--- src/sv/lrbc_pkg.sv ---
// ----------------------------------------------------------------------------
// lrbc_pkg: shared types and constants for the link retry controller
// Holds the poll and result item layouts, the register map, the reset
// values of the configuration registers and the backoff table helper.
// ----------------------------------------------------------------------------
package lrbc_pkg;

	// Field widths.
	localparam int unsigned TIME_W     = 32;
	localparam int unsigned REG_W      = 24;
	localparam int unsigned FAIL_W     = 8;
	localparam int unsigned UPTIME_W   = 23;
	localparam int unsigned REG_IDX_W  = 3;

	// Number of entries in the backoff delay table.
	localparam int unsigned BACKOFF_ENTRIES = 6;
	localparam int unsigned BACKOFF_IDX_W   = $clog2(BACKOFF_ENTRIES);

	// Failure count saturation value.
	localparam logic [FAIL_W-1:0] FAIL_MAX = 8'd255;

	// Division by one thousand: the quotient is (x * UPTIME_RECIP) >> UPTIME_SHIFT,
	// exact for every 32-bit x.
	localparam logic [TIME_W-1:0] UPTIME_RECIP = 32'd2199023256;
	localparam int unsigned       UPTIME_SHIFT = 41;

	// Register map.
	localparam logic [REG_IDX_W-1:0] REG_CONNECT_TIMEOUT = 3'd0;
	localparam logic [REG_IDX_W-1:0] REG_BACKOFF_FIRST   = 3'd1;
	localparam logic [REG_IDX_W-1:0] REG_BACKOFF_SECOND  = 3'd2;
	localparam logic [REG_IDX_W-1:0] REG_BACKOFF_THIRD   = 3'd3;
	localparam logic [REG_IDX_W-1:0] REG_BACKOFF_FOURTH  = 3'd4;
	localparam logic [REG_IDX_W-1:0] REG_BACKOFF_FIFTH   = 3'd5;
	localparam logic [REG_IDX_W-1:0] REG_BACKOFF_LAST    = 3'd6;

	// Register reset values.
	localparam logic [REG_W-1:0] RST_CONNECT_TIMEOUT = 24'd15000;
	localparam logic [REG_W-1:0] RST_BACKOFF_FIRST   = 24'd2000;
	localparam logic [REG_W-1:0] RST_BACKOFF_SECOND  = 24'd5000;
	localparam logic [REG_W-1:0] RST_BACKOFF_THIRD   = 24'd10000;
	localparam logic [REG_W-1:0] RST_BACKOFF_FOURTH  = 24'd20000;
	localparam logic [REG_W-1:0] RST_BACKOFF_FIFTH   = 24'd30000;
	localparam logic [REG_W-1:0] RST_BACKOFF_LAST    = 24'd60000;

	// One poll.
	typedef struct packed {
		logic [TIME_W-1:0] now_ms;
		logic              link_up;
	} poll_t;

	// One result.
	typedef struct packed {
		logic                start_attempt;
		logic                cycle_radio;
		logic                link_gained;
		logic                link_lost;
		logic                is_connected;
		logic [FAIL_W-1:0]   failure_count;
		logic [REG_W-1:0]    retry_delay_ms;
		logic [UPTIME_W-1:0] uptime_seconds;
	} result_t;

	// Current configuration as seen by the step logic.
	typedef struct packed {
		logic [REG_W-1:0]                      connect_timeout;
		logic [BACKOFF_ENTRIES-1:0][REG_W-1:0] backoff;
	} cfg_t;

	// Middle stage: the result without uptime, plus the elapsed connected time.
	typedef struct packed {
		result_t           res;
		logic [TIME_W-1:0] up_diff;
		logic              up_valid;
	} stage2_t;

	// Backoff table index: zero for no failures, else failures less one,
	// held at the last entry.
	function automatic logic [BACKOFF_IDX_W-1:0] backoff_idx(input logic [FAIL_W-1:0] fails);
		logic [BACKOFF_IDX_W-1:0] idx;
		if (fails == '0) begin
			idx = '0;
		end else if (fails > FAIL_W'(BACKOFF_ENTRIES)) begin
			idx = BACKOFF_IDX_W'(BACKOFF_ENTRIES - 1);
		end else begin
			idx = BACKOFF_IDX_W'(fails - 8'd1);
		end
		return idx;
	endfunction

endpackage

--- src/sv/link_retry_backoff_controller_top.sv ---
// ----------------------------------------------------------------------------
// link_retry_backoff_controller_top: link retry controller with table backoff
// Each poll carries the millisecond time and the link status; each gives one
// result with attempt, radio cycle and link pulses, the failure count, the
// selected retry delay and the uptime in seconds.
//
//   Channel   Handshake                    Payload
//   poll      poll_valid / poll_ready      poll   (now_ms, link_up)
//   result    result_valid / result_ready  result (pulses, counts, uptime)
//   config    cfg_we                       cfg_index, cfg_wdata
//
// One poll is accepted every cycle unless a stalled result fills the pipeline.
// A poll passes the input register, the decision logic into the middle stage
// register, then the divide-by-1000 multiply into the result register.
// Reset clears the retry state and loads the register reset values; the
// block accepts polls from the first cycle after reset.
// A stalled result holds the pipeline behind it; polls keep flowing while
// any stage is free.
// ----------------------------------------------------------------------------
module link_retry_backoff_controller_top (
	input  logic                           clk,
	input  logic                           arst_n,
	input  logic                           poll_valid,
	output logic                           poll_ready,
	input  lrbc_pkg::poll_t                poll,
	output logic                           result_valid,
	input  logic                           result_ready,
	output lrbc_pkg::result_t              result,
	input  logic                           cfg_we,
	input  logic [lrbc_pkg::REG_IDX_W-1:0] cfg_index,
	input  logic [lrbc_pkg::REG_W-1:0]     cfg_wdata
);
	import lrbc_pkg::*;

	cfg_t    cfg;
	logic    s2_valid;
	logic    s2_take;
	stage2_t s2;

	// Configuration registers.
	lrbc_cfg u_cfg (
		.clk       (clk),
		.arst_n    (arst_n),
		.cfg_we    (cfg_we),
		.cfg_index (cfg_index),
		.cfg_wdata (cfg_wdata),
		.cfg       (cfg)
	);

	// Retry state and decision.
	lrbc_step u_step (
		.clk        (clk),
		.arst_n     (arst_n),
		.cfg        (cfg),
		.poll_valid (poll_valid),
		.poll_ready (poll_ready),
		.poll       (poll),
		.s2_valid   (s2_valid),
		.s2_take    (s2_take),
		.s2         (s2)
	);

	// Uptime division and result register.
	lrbc_uptime u_uptime (
		.clk          (clk),
		.arst_n       (arst_n),
		.s2_valid     (s2_valid),
		.s2_take      (s2_take),
		.s2           (s2),
		.result_valid (result_valid),
		.result_ready (result_ready),
		.result       (result)
	);

endmodule

--- src/sv/lrbc_cfg.sv ---
// ----------------------------------------------------------------------------
// lrbc_cfg: configuration register file
// Seven 24-bit registers written through a plain write port. Writes to an
// index beyond the map are dropped.
// ----------------------------------------------------------------------------
module lrbc_cfg (
	input  logic                          clk,
	input  logic                          arst_n,
	input  logic                          cfg_we,
	input  logic [lrbc_pkg::REG_IDX_W-1:0] cfg_index,
	input  logic [lrbc_pkg::REG_W-1:0]     cfg_wdata,
	output lrbc_pkg::cfg_t                 cfg
);
	import lrbc_pkg::*;

	cfg_t cfg_q;

	// Register writes, decoded by index.
	always_ff @(posedge clk or negedge arst_n) begin
		if (!arst_n) begin
			cfg_q.connect_timeout <= RST_CONNECT_TIMEOUT;
			cfg_q.backoff[0]      <= RST_BACKOFF_FIRST;
			cfg_q.backoff[1]      <= RST_BACKOFF_SECOND;
			cfg_q.backoff[2]      <= RST_BACKOFF_THIRD;
			cfg_q.backoff[3]      <= RST_BACKOFF_FOURTH;
			cfg_q.backoff[4]      <= RST_BACKOFF_FIFTH;
			cfg_q.backoff[5]      <= RST_BACKOFF_LAST;
		end else if (cfg_we) begin
			unique case (cfg_index)
				REG_CONNECT_TIMEOUT: cfg_q.connect_timeout <= cfg_wdata;
				REG_BACKOFF_FIRST:   cfg_q.backoff[0] <= cfg_wdata;
				REG_BACKOFF_SECOND:  cfg_q.backoff[1] <= cfg_wdata;
				REG_BACKOFF_THIRD:   cfg_q.backoff[2] <= cfg_wdata;
				REG_BACKOFF_FOURTH:  cfg_q.backoff[3] <= cfg_wdata;
				REG_BACKOFF_FIFTH:   cfg_q.backoff[4] <= cfg_wdata;
				REG_BACKOFF_LAST:    cfg_q.backoff[5] <= cfg_wdata;
				default: ;
			endcase
		end
	end

	assign cfg = cfg_q;

endmodule

--- src/sv/lrbc_step.sv ---
// ----------------------------------------------------------------------------
// lrbc_step: poll input register, controller state and decision logic
// A poll is captured, evaluated against the retry state in one pass and
// handed to the middle stage; the state is updated as the poll moves on.
// ----------------------------------------------------------------------------
module lrbc_step (
	input  logic              clk,
	input  logic              arst_n,
	input  lrbc_pkg::cfg_t    cfg,
	input  logic              poll_valid,
	output logic              poll_ready,
	input  lrbc_pkg::poll_t   poll,
	output logic              s2_valid,
	input  logic              s2_take,
	output lrbc_pkg::stage2_t s2
);
	import lrbc_pkg::*;

	// Input stage.
	logic  v_s1;
	poll_t poll_s1;
	logic  adv_s1;

	// Middle stage.
	logic    v_s2;
	stage2_t data_s2;

	// Controller state.
	logic                started_q;
	logic                was_conn_q;
	logic                active_q;
	logic [FAIL_W-1:0]   fail_q;
	logic [TIME_W-1:0]   att_start_q;
	logic [TIME_W-1:0]   last_fail_q;
	logic [TIME_W-1:0]   conn_time_q;
	logic                conn_valid_q;

	// Next state and pulses.
	logic                started_n;
	logic                was_conn_n;
	logic                active_n;
	logic [FAIL_W-1:0]   fail_n;
	logic [TIME_W-1:0]   att_start_n;
	logic [TIME_W-1:0]   last_fail_n;
	logic [TIME_W-1:0]   conn_time_n;
	logic                conn_valid_n;
	logic                p_start;
	logic                p_cycle;
	logic                p_gain;
	logic                p_lost;

	// Elapsed times and thresholds.
	logic [TIME_W-1:0]   now;
	logic                up;
	logic [TIME_W-1:0]   att_elapsed;
	logic [TIME_W-1:0]   fail_elapsed;
	logic [REG_W-1:0]    delay_cur;
	logic                timed_out;
	logic                backoff_done;
	stage2_t             s2_n;

	// Handshake: the poll leaves the input stage when the middle stage frees up.
	assign adv_s1     = v_s1 && (!v_s2 || s2_take);
	assign poll_ready = !v_s1 || adv_s1;

	always_ff @(posedge clk or negedge arst_n) begin
		if (!arst_n) begin
			v_s1 <= 1'b0;
		end else if (poll_ready) begin
			v_s1 <= poll_valid;
		end
	end

	always_ff @(posedge clk) begin
		if (poll_ready && poll_valid) begin
			poll_s1 <= poll;
		end
	end

	assign now = poll_s1.now_ms;
	assign up  = poll_s1.link_up;

	// The very first poll starts the attempt at this time, so its elapsed time is zero.
	assign att_elapsed  = started_q ? (now - att_start_q) : '0;
	assign fail_elapsed = now - last_fail_q;
	assign delay_cur    = cfg.backoff[backoff_idx(fail_q)];
	assign timed_out    = att_elapsed >= {{(TIME_W-REG_W){1'b0}}, cfg.connect_timeout};
	assign backoff_done = fail_elapsed >= {{(TIME_W-REG_W){1'b0}}, delay_cur};

	// Retry decision for the poll in the input stage.
	always_comb begin
		started_n    = started_q;
		was_conn_n   = was_conn_q;
		active_n     = active_q;
		fail_n       = fail_q;
		att_start_n  = att_start_q;
		last_fail_n  = last_fail_q;
		conn_time_n  = conn_time_q;
		conn_valid_n = conn_valid_q;
		p_start      = 1'b0;
		p_cycle      = 1'b0;
		p_gain       = 1'b0;
		p_lost       = 1'b0;

		if (!started_q) begin
			started_n   = 1'b1;
			active_n    = 1'b1;
			att_start_n = now;
			p_start     = 1'b1;
		end

		if (up) begin
			if (!was_conn_q) begin
				was_conn_n   = 1'b1;
				active_n     = 1'b0;
				fail_n       = '0;
				conn_time_n  = now;
				conn_valid_n = 1'b1;
				p_gain       = 1'b1;
			end
		end else begin
			if (was_conn_q) begin
				was_conn_n   = 1'b0;
				conn_valid_n = 1'b0;
				p_lost       = 1'b1;
			end
			if (active_n) begin
				if (timed_out) begin
					active_n    = 1'b0;
					last_fail_n = now;
					if (fail_q != FAIL_MAX) begin
						fail_n = fail_q + 8'd1;
					end
					p_cycle = 1'b1;
				end
			end else if (backoff_done) begin
				active_n    = 1'b1;
				att_start_n = now;
				p_start     = 1'b1;
			end
		end
	end

	// Result fields, uptime still as a millisecond difference.
	always_comb begin
		s2_n.res.start_attempt  = p_start;
		s2_n.res.cycle_radio    = p_cycle;
		s2_n.res.link_gained    = p_gain;
		s2_n.res.link_lost      = p_lost;
		s2_n.res.is_connected   = up;
		s2_n.res.failure_count  = fail_n;
		s2_n.res.retry_delay_ms = cfg.backoff[backoff_idx(fail_n)];
		s2_n.res.uptime_seconds = '0;
		s2_n.up_diff            = now - conn_time_n;
		s2_n.up_valid           = conn_valid_n;
	end

	// State update as the poll moves to the middle stage.
	always_ff @(posedge clk or negedge arst_n) begin
		if (!arst_n) begin
			started_q    <= 1'b0;
			was_conn_q   <= 1'b0;
			active_q     <= 1'b0;
			fail_q       <= '0;
			att_start_q  <= '0;
			last_fail_q  <= '0;
			conn_time_q  <= '0;
			conn_valid_q <= 1'b0;
		end else if (adv_s1) begin
			started_q    <= started_n;
			was_conn_q   <= was_conn_n;
			active_q     <= active_n;
			fail_q       <= fail_n;
			att_start_q  <= att_start_n;
			last_fail_q  <= last_fail_n;
			conn_time_q  <= conn_time_n;
			conn_valid_q <= conn_valid_n;
		end
	end

	// Middle stage register.
	always_ff @(posedge clk or negedge arst_n) begin
		if (!arst_n) begin
			v_s2 <= 1'b0;
		end else if (!v_s2 || s2_take) begin
			v_s2 <= v_s1;
		end
	end

	always_ff @(posedge clk) begin
		if (adv_s1) begin
			data_s2 <= s2_n;
		end
	end

	assign s2_valid = v_s2;
	assign s2       = data_s2;

endmodule

--- src/sv/lrbc_uptime.sv ---
// ----------------------------------------------------------------------------
// lrbc_uptime: uptime in seconds and the result register
// Divides the connected time by one thousand with a reciprocal multiply and
// holds the finished item until it is taken.
// ----------------------------------------------------------------------------
module lrbc_uptime (
	input  logic              clk,
	input  logic              arst_n,
	input  logic              s2_valid,
	output logic              s2_take,
	input  lrbc_pkg::stage2_t s2,
	output logic              result_valid,
	input  logic              result_ready,
	output lrbc_pkg::result_t result
);
	import lrbc_pkg::*;

	logic                  v_s3;
	result_t               res_s3;
	result_t               res_n;
	logic [2*TIME_W-1:0]   prod;
	logic [UPTIME_W-1:0]   secs;

	// The middle stage drains whenever the result register is free or being taken.
	assign s2_take = !v_s3 || result_ready;

	// Reciprocal multiply; the quotient is the top bits of the product.
	assign prod = {{TIME_W{1'b0}}, s2.up_diff} * {{TIME_W{1'b0}}, UPTIME_RECIP};
	assign secs = s2.up_valid ? prod[UPTIME_SHIFT +: UPTIME_W] : '0;

	// Finished item: the decision fields with the uptime filled in.
	always_comb begin
		res_n                = s2.res;
		res_n.uptime_seconds = secs;
	end

	always_ff @(posedge clk or negedge arst_n) begin
		if (!arst_n) begin
			v_s3 <= 1'b0;
		end else if (s2_take) begin
			v_s3 <= s2_valid;
		end
	end

	always_ff @(posedge clk) begin
		if (s2_valid && s2_take) begin
			res_s3 <= res_n;
		end
	end

	assign result_valid = v_s3;
	assign result       = res_s3;

endmodule

--- config.mk ---
export PLATFORM = sky130hd
export DESIGN_NAME = link_retry_backoff_controller_top
export DESIGN_NICKNAME = d
export VERILOG_FILES = /design/src/sv/lrbc_pkg.sv /design/src/sv/link_retry_backoff_controller_top.sv /design/src/sv/lrbc_cfg.sv /design/src/sv/lrbc_step.sv /design/src/sv/lrbc_uptime.sv
export SDC_FILE = /design/constraint.sdc
export NUM_CORES = 2
export LEC_CHECK = 0
export BUFFER_PORTS_ARGS = -buffer_cell sky130_fd_sc_hd__clkbuf_2
export CELL_PAD_IN_SITES_DETAIL_PLACEMENT = 0
export CELL_PAD_IN_SITES_GLOBAL_PLACEMENT = 1
export CORE_ASPECT_RATIO = 0.5
export CORE_MARGIN = 10
export CORE_UTILIZATION = 52
export DETAILED_ROUTE_END_ITERATION = 10
export PLACE_DENSITY_LB_ADDON = 0.12
export SKIP_LAST_GASP = 1
export SLEW_MARGIN = 20
export SYNTH_ARGS = -nofsm -noshare
export SYNTH_HDL_FRONTEND = slang
export SYNTH_SLANG_ARGS = --single-unit
export TNS_END_PERCENT = 1
--- constraint.sdc ---
create_clock -name clk -period 8.8 [get_ports clk]
set_input_delay 0.88 -clock clk [delete_from_list [all_inputs] [get_ports clk]]
set_output_delay 0.88 -clock clk [all_outputs]
set_load 0.01 [all_outputs]
# Yosys cells after proc, flatten, opt, wreduce, memory -nomap -nowiden
# Index checks and enable logic that the tools add are counted.
[classes] n_addsub=6 n_mul=1 n_lt_le_gt_ge=6 n_eq_ne=7 muxes=37 bitwise=2 n_reduce_logical=21
[op_table] operator="two-way mux 32 bit" n=7
[op_table] operator="binary-select mux 24 bit (select 3 bit)" n=2
[op_table] operator="subtractor 32 bit" n=3
[op_table] operator=">= comparator 32 x 24 -> 1 bit" n=2
[op_table] operator="multiplier 32 x 29 -> 61 bit (second input constant)" n=1
[op_table] operator="two-way mux 24 bit" n=2
[op_table] operator="two-way mux 8 bit" n=5
[op_table] operator="two-way mux 1 bit" n=17
[op_table] operator="greater-than comparator 8 x 3 -> 1 bit (second input constant)" n=2
[op_table] operator="zero test 8 bit" n=2
[op_table] operator="AND reduction 2 bit" n=7
[op_table] operator="two-way mux 3 bit" n=4
[op_table] operator="equality test 3 bit (second input constant)" n=3
[op_table] operator="adder 8 x 1 -> 8 bit (second input constant)" n=1
[op_table] operator="less-than comparator 3 x 4 -> 1 bit (second input constant)" n=2
[op_table] operator="inequality test 8 bit (second input constant)" n=1
[op_table] operator="equality test 3 x 2 -> 1 bit (second input constant)" n=2
[op_table] operator="subtractor 3 x 1 -> 3 bit (second input constant)" n=2
[op_table] operator="AND reduction 4 bit" n=1
[op_table] operator="equality test 3 x 1 -> 1 bit (second input constant)" n=1
[op_table] operator="logical AND 1 bit" n=3
[op_table] operator="zero test 1 bit" n=3
[op_table] operator="zero test 3 bit" n=1
[op_table] operator="logical OR 1 bit" n=3
[op_table] operator="2 further kinds" n=3
[totals] register_bits=442 out_inout_bits=62 elab_cells=117

# Longest topological paths before layout
[depth] depth_word=11 depth_mapped=34

# Hierarchy
# From an unflattened synthesis, not the netlist that was laid out.
[unflattened] cells_unflattened=3958 hier_area_um2=40186.0
[by_module_without_submodules] module="lrbc_step" n_inst=1 cells_per_inst=1988 area_per_inst_um2=17170.2 seq_area_each_um2=5845.6
[by_module_without_submodules] module="lrbc_uptime" n_inst=1 cells_per_inst=1606 area_per_inst_um2=16625.9 seq_area_each_um2=1826.8
[by_module_without_submodules] module="lrbc_cfg" n_inst=1 cells_per_inst=364 area_per_inst_um2=6389.9 seq_area_each_um2=4256.6

# Worst setup path before layout
# Ideal clock, no wire load.
[synth_timing] path_kind="register to register" from="register u_step.data_s2, in the netlist u_step.s2[14]" to="register u_uptime.res_s3, in the netlist u_uptime.result[12] (data pin)" setup_ps=255 arrival_ps=7571 t_required_ps=8545 setup_slack_ps=974 stages_incl_launch_ff=27 period_less_slack_ps=7826 path_cell_list="edfxtp_1 -> ha_1 -> fa_1 -> fa_1 -> fa_1 -> fa_1 -> inv_1 -> fa_1 -> inv_1 -> fa_1 -> fa_1 -> ha_1 -> a21o_1 -> a21o_1 -> a21oi_1 -> o21ai_0 -> a211o_1 -> o211ai_1 -> a31oi_1 -> and4_1 -> a2111oi_0 -> o21ai_0 -> a21oi_1 -> o21bai_1 -> a21oi_1 -> xnor2_1 -> and2_1"
[synth_between] elab_chain_len=1
[synth_lines] element="from (decl)" line_no="lrbc_step.sv:26" text="stage2_t data_s2;"
[synth_lines] element="from (signal assigned)" line_no="lrbc_step.sv:192" text="data_s2 <= s2_n;"
[synth_lines] element="multiplier 32 x 29 -> 61 bit" line_no="lrbc_uptime.sv:28" text="assign prod = {{TIME_W{1'b0}}, s2.up_diff} * {{TIME_W{1'b0}}, UPTIME_RECIP};"
[synth_lines] element="to (signal assigned)" line_no="lrbc_uptime.sv:47" text="res_s3 <= res_n;"
[synth_lines] element="to (decl)" line_no="lrbc_uptime.sv:19" text="result_t res_s3;"
# Every way passes these cells.
# A chain may end at the register's enable or synchronous reset.

# Worst setup path in the final report
[layout_timing] from="register u_step.data_s2, in the netlist u_step.s2[16]" to="register u_uptime.res_s3, in the netlist u_uptime.result[21] (data pin)"
# Same word-level chain as after synthesis.

==> impl_metrics.csv <==
group,metric,value,unit
sta,finalMaxSlewViolations,0,
worst_setup_path,required,9160,ps
drt,wl_per_cell,20.67,um
worst_setup_path,arrival,8690,ps
synthesis,synth_fp_nets,4496,
finish,nNetsFinal,4637,
worst_setup_path,rrSetupSlack,470,ps
sta,period_needed,8334,ps
worst_setup_path,crit_path_max_fanout,6,
global_routing,grt_overflow_total,0,
sta,rsz0062_at_grt,"no",
job,max_cap_violations,0,
floorplan,dieWidth,402.4,um
finish,seq_area,0.01193,mm^2
sta,hold_violations,0,
worst_setup_path,critPathKind,"reg2reg",
sta,finalClockSkew,40.07,ps
drt,vias,26380,
place,dp_hpwl,74430,um
global_routing,grt_first_pass_wirelength,156600,um
clock_tree,cts_tree,"built",
finish,mostFrequentLayoutCells,"inv_1 (549), ha_1 (536), nand2_1 (360), fa_1 (301), dfrtp_1 (237)",
drt,drtIter0Drc,1497,
synthesis,syn_avg_cell_area,10.58,um^2
worst_setup_path,r2r_cells,28,
finish,fill_cells,6169,
sta,fmax,120.0,MHz
finish,multi_input_area,0.02368,mm^2
sta,max_slew_margin,0.2864,
clock_tree,clockBufferDepth,3,
outcome,outcome,"finished clean",
synthesis,synth_area,0.03802,mm^2
synthesis,synthCells,3594,
drt,dr.pass1.iters,6,
sta,worst_pin_slew,1070,ps
floorplan,start_util,0.5300,
synthesis,yosys_warnings,0,
global_routing,antenna_found_initial,6,
drt,antenna_left,0,
sta,period_share,0.9471,
worst_setup_path,timing.rr.end,"u_uptime.result[21]",
synthesis,async_flop_share,0.6312,
floorplan,dieHeight,211.2,um
finish,area_growth,9.635,%
synthesis,synth_edf_count,163,
clock_tree,cts_made_buffers,44,
global_routing,grt_max_degree,87,
place,placed_area,0.04003,mm^2
drt,routed_wl,97810,um
finish,design_area,0.04169,mm^2
sta,final.setup.tns,0,ps
sta,setup_viol,0,
clock_tree,clk_pin_slew,70,ps
clock_tree,h-tree-depth,2,
synthesis,seq_area_frac_synth,0.3137,
worst_setup_path,critPathLaunch,"u_step.s2[16]",
synthesis,ys_seq_elements,442,
drt,viasPerCell,5.574,
worst_setup_path,critPathMostFrequentCell,"fa_1",
floorplan,core_area,0.07174,mm^2
synthesis,synth.distinct_cells,88,
clock_tree,root_buffer,"clkbuf_16",
clock_tree,clk_latency,610,ps
worst_setup_path,end_kind,"register",
floorplan,ioPinCount,127,
worst_setup_path,crit_path_max_incr_delay,540,ps
worst_setup_path,endpoint,"u_uptime.result[21]",
worst_setup_path,rr_startpoint,"u_step.s2[16]",
worst_setup_path,slowest_stage,"fa_1",
worst_hold_path,hold_class,"in2async",
clock_tree,cts_sinks,442,
finish,final_common_cell,"inv_1",
finish,layout-drive-gt1-share,0.1496,
floorplan,die_area,0.08499,mm^2
floorplan,rows,69,
synthesis,synth_ff_type,"dfrtp_1",
global_routing,grt_usage,0.2326,
global_routing,grt_pass1_vias,27520,
place,place_congestion,0.9105,
place,io_buffers,126,
worst_setup_path,startpoint_type,"register",
drt,drcViolationCount,0,
==> synth_stat cells, types with 35 or more instances <==
cell type	instances	area, um^2
a21oi_1	89	445.4
mux2i_1	84	840.8
nor2_1	125	469.2
clkbuf_1	92	345.3
nand4_1	35	219.0
nand2_1	361	1355
ha_1	536	6706
dfstp_2	42	1104
a21o_1	47	352.8
xnor2_1	59	516.8
nor3_1	41	205.2
o21ai_0	149	745.7
nand3_1	85	425.4
dfrtp_1	237	5931
mux2_2	180	2027
fa_1	301	6026
edfxtp_1	163	4895
inv_1	550	2064
==> layout make-up <==
| type | count | share of cell area |
|---|---|---|
| Clock buffer | 53 | 0.02770 |
| Multi-Input combinational cell | 2493 | 0.5681 |
| Timing Repair Buffer | 201 | 0.02966 |
| Inverter | 553 | 0.04986 |
| Clock inverter | 29 | 0.009605 |
| Sequential cell | 442 | 0.2862 |
| Tap cell | 958 | 0.02875 |
| Antenna cell | 3 | 0.0001801 |
==> kinds of logic after synthesis <==
family / synth area share
compound gates: 0.09586
fa+ha+maj: 0.3351
flops: 0.3137
mux: 0.07542
buf+inv: 0.06582
simple gates: 0.09399
xor+xnor: 0.02004
==> per-layer routing <==
layer,up-vias,share of wire,global-route usage,wire [um]
li1,12600,-,-,-
met1,13120,0.47,0.3177,45850
met2,498,0.46,0.3842,45230
met3,148,0.042,0.03422,4069
met4,6,0.027,0.06629,2610
met5,-,0.00051,0,50
==> stage by stage <==
stage	instances	util	hold slack, ps	setup WS [ps]
floorplan	3594	-	400.3	974.3
global placement	4641	0.5579	400.3	271.6
detailed placement	4641	0.5579	405.2	-40.68
CTS	4723	0.5796	268.2	138.8
global route	4731	0.5810	289.2	60.58
finish	4732	0.5810	267.7	465.6
==> sequential cells by signal, indices dropped and copies added, names as in the netlist <==
name	flops
u_step.now	32
u_step.fail_q	8
u_step.conn_time_q	32
u_step.att_start_q	32
u_step.s2	70
u_step.v_s1	1
u_step.up	1
u_step.conn_valid_q	1
u_step.active_q	1
u_step.was_conn_q	1
u_uptime.result	60
u_step.s2_valid	1
u_cfg.cfg	168
u_step.started_q	1
u_uptime.result_valid	1
u_step.last_fail_q	32
==> critical path, delay by kind of cell, from the launching register on <==
| kind | cells | cell delay, ps |
|---|---|---|
| xor+xnor | 1 | 80 |
| compound gates | 9 | 2170 |
| flops | 1 | 520 |
| fa+ha+maj | 9 | 3850 |
| simple gates | 5 | 970 |
| buf+inv | 4 | 520 |
==> repair_timing <==
action,in CTS,in global routing
hold endpoints to repair,0,0
gates resized for setup,1,3
pin swaps,0,1
buffers inserted,0,4
hold buffers,0,0
setup endpoints to repair,1,7
cloned,0,0
==> how the worst min path moves through the flow <==
stage,from,endpoint,slack [ps],cells past startpoint
5_1_grt,arst_n,u_cfg.cfg[29],290,1
4_1_cts,arst_n,u_cfg.cfg[29],270,1
6_report,arst_n,u_cfg.cfg[29],270,1
2_1_floorplan,u_step.s2[56],u_uptime.result[23],400,0
3_3_place_gp,u_step.s2[74],u_uptime.result[41],400,0
3_5_place_dp,u_step.s2[85],u_uptime.result[52],410,0
Power is left out: the tool's default activity adds up to more than one toggle a clock period on the data nets, which glitch-free logic cannot reach.
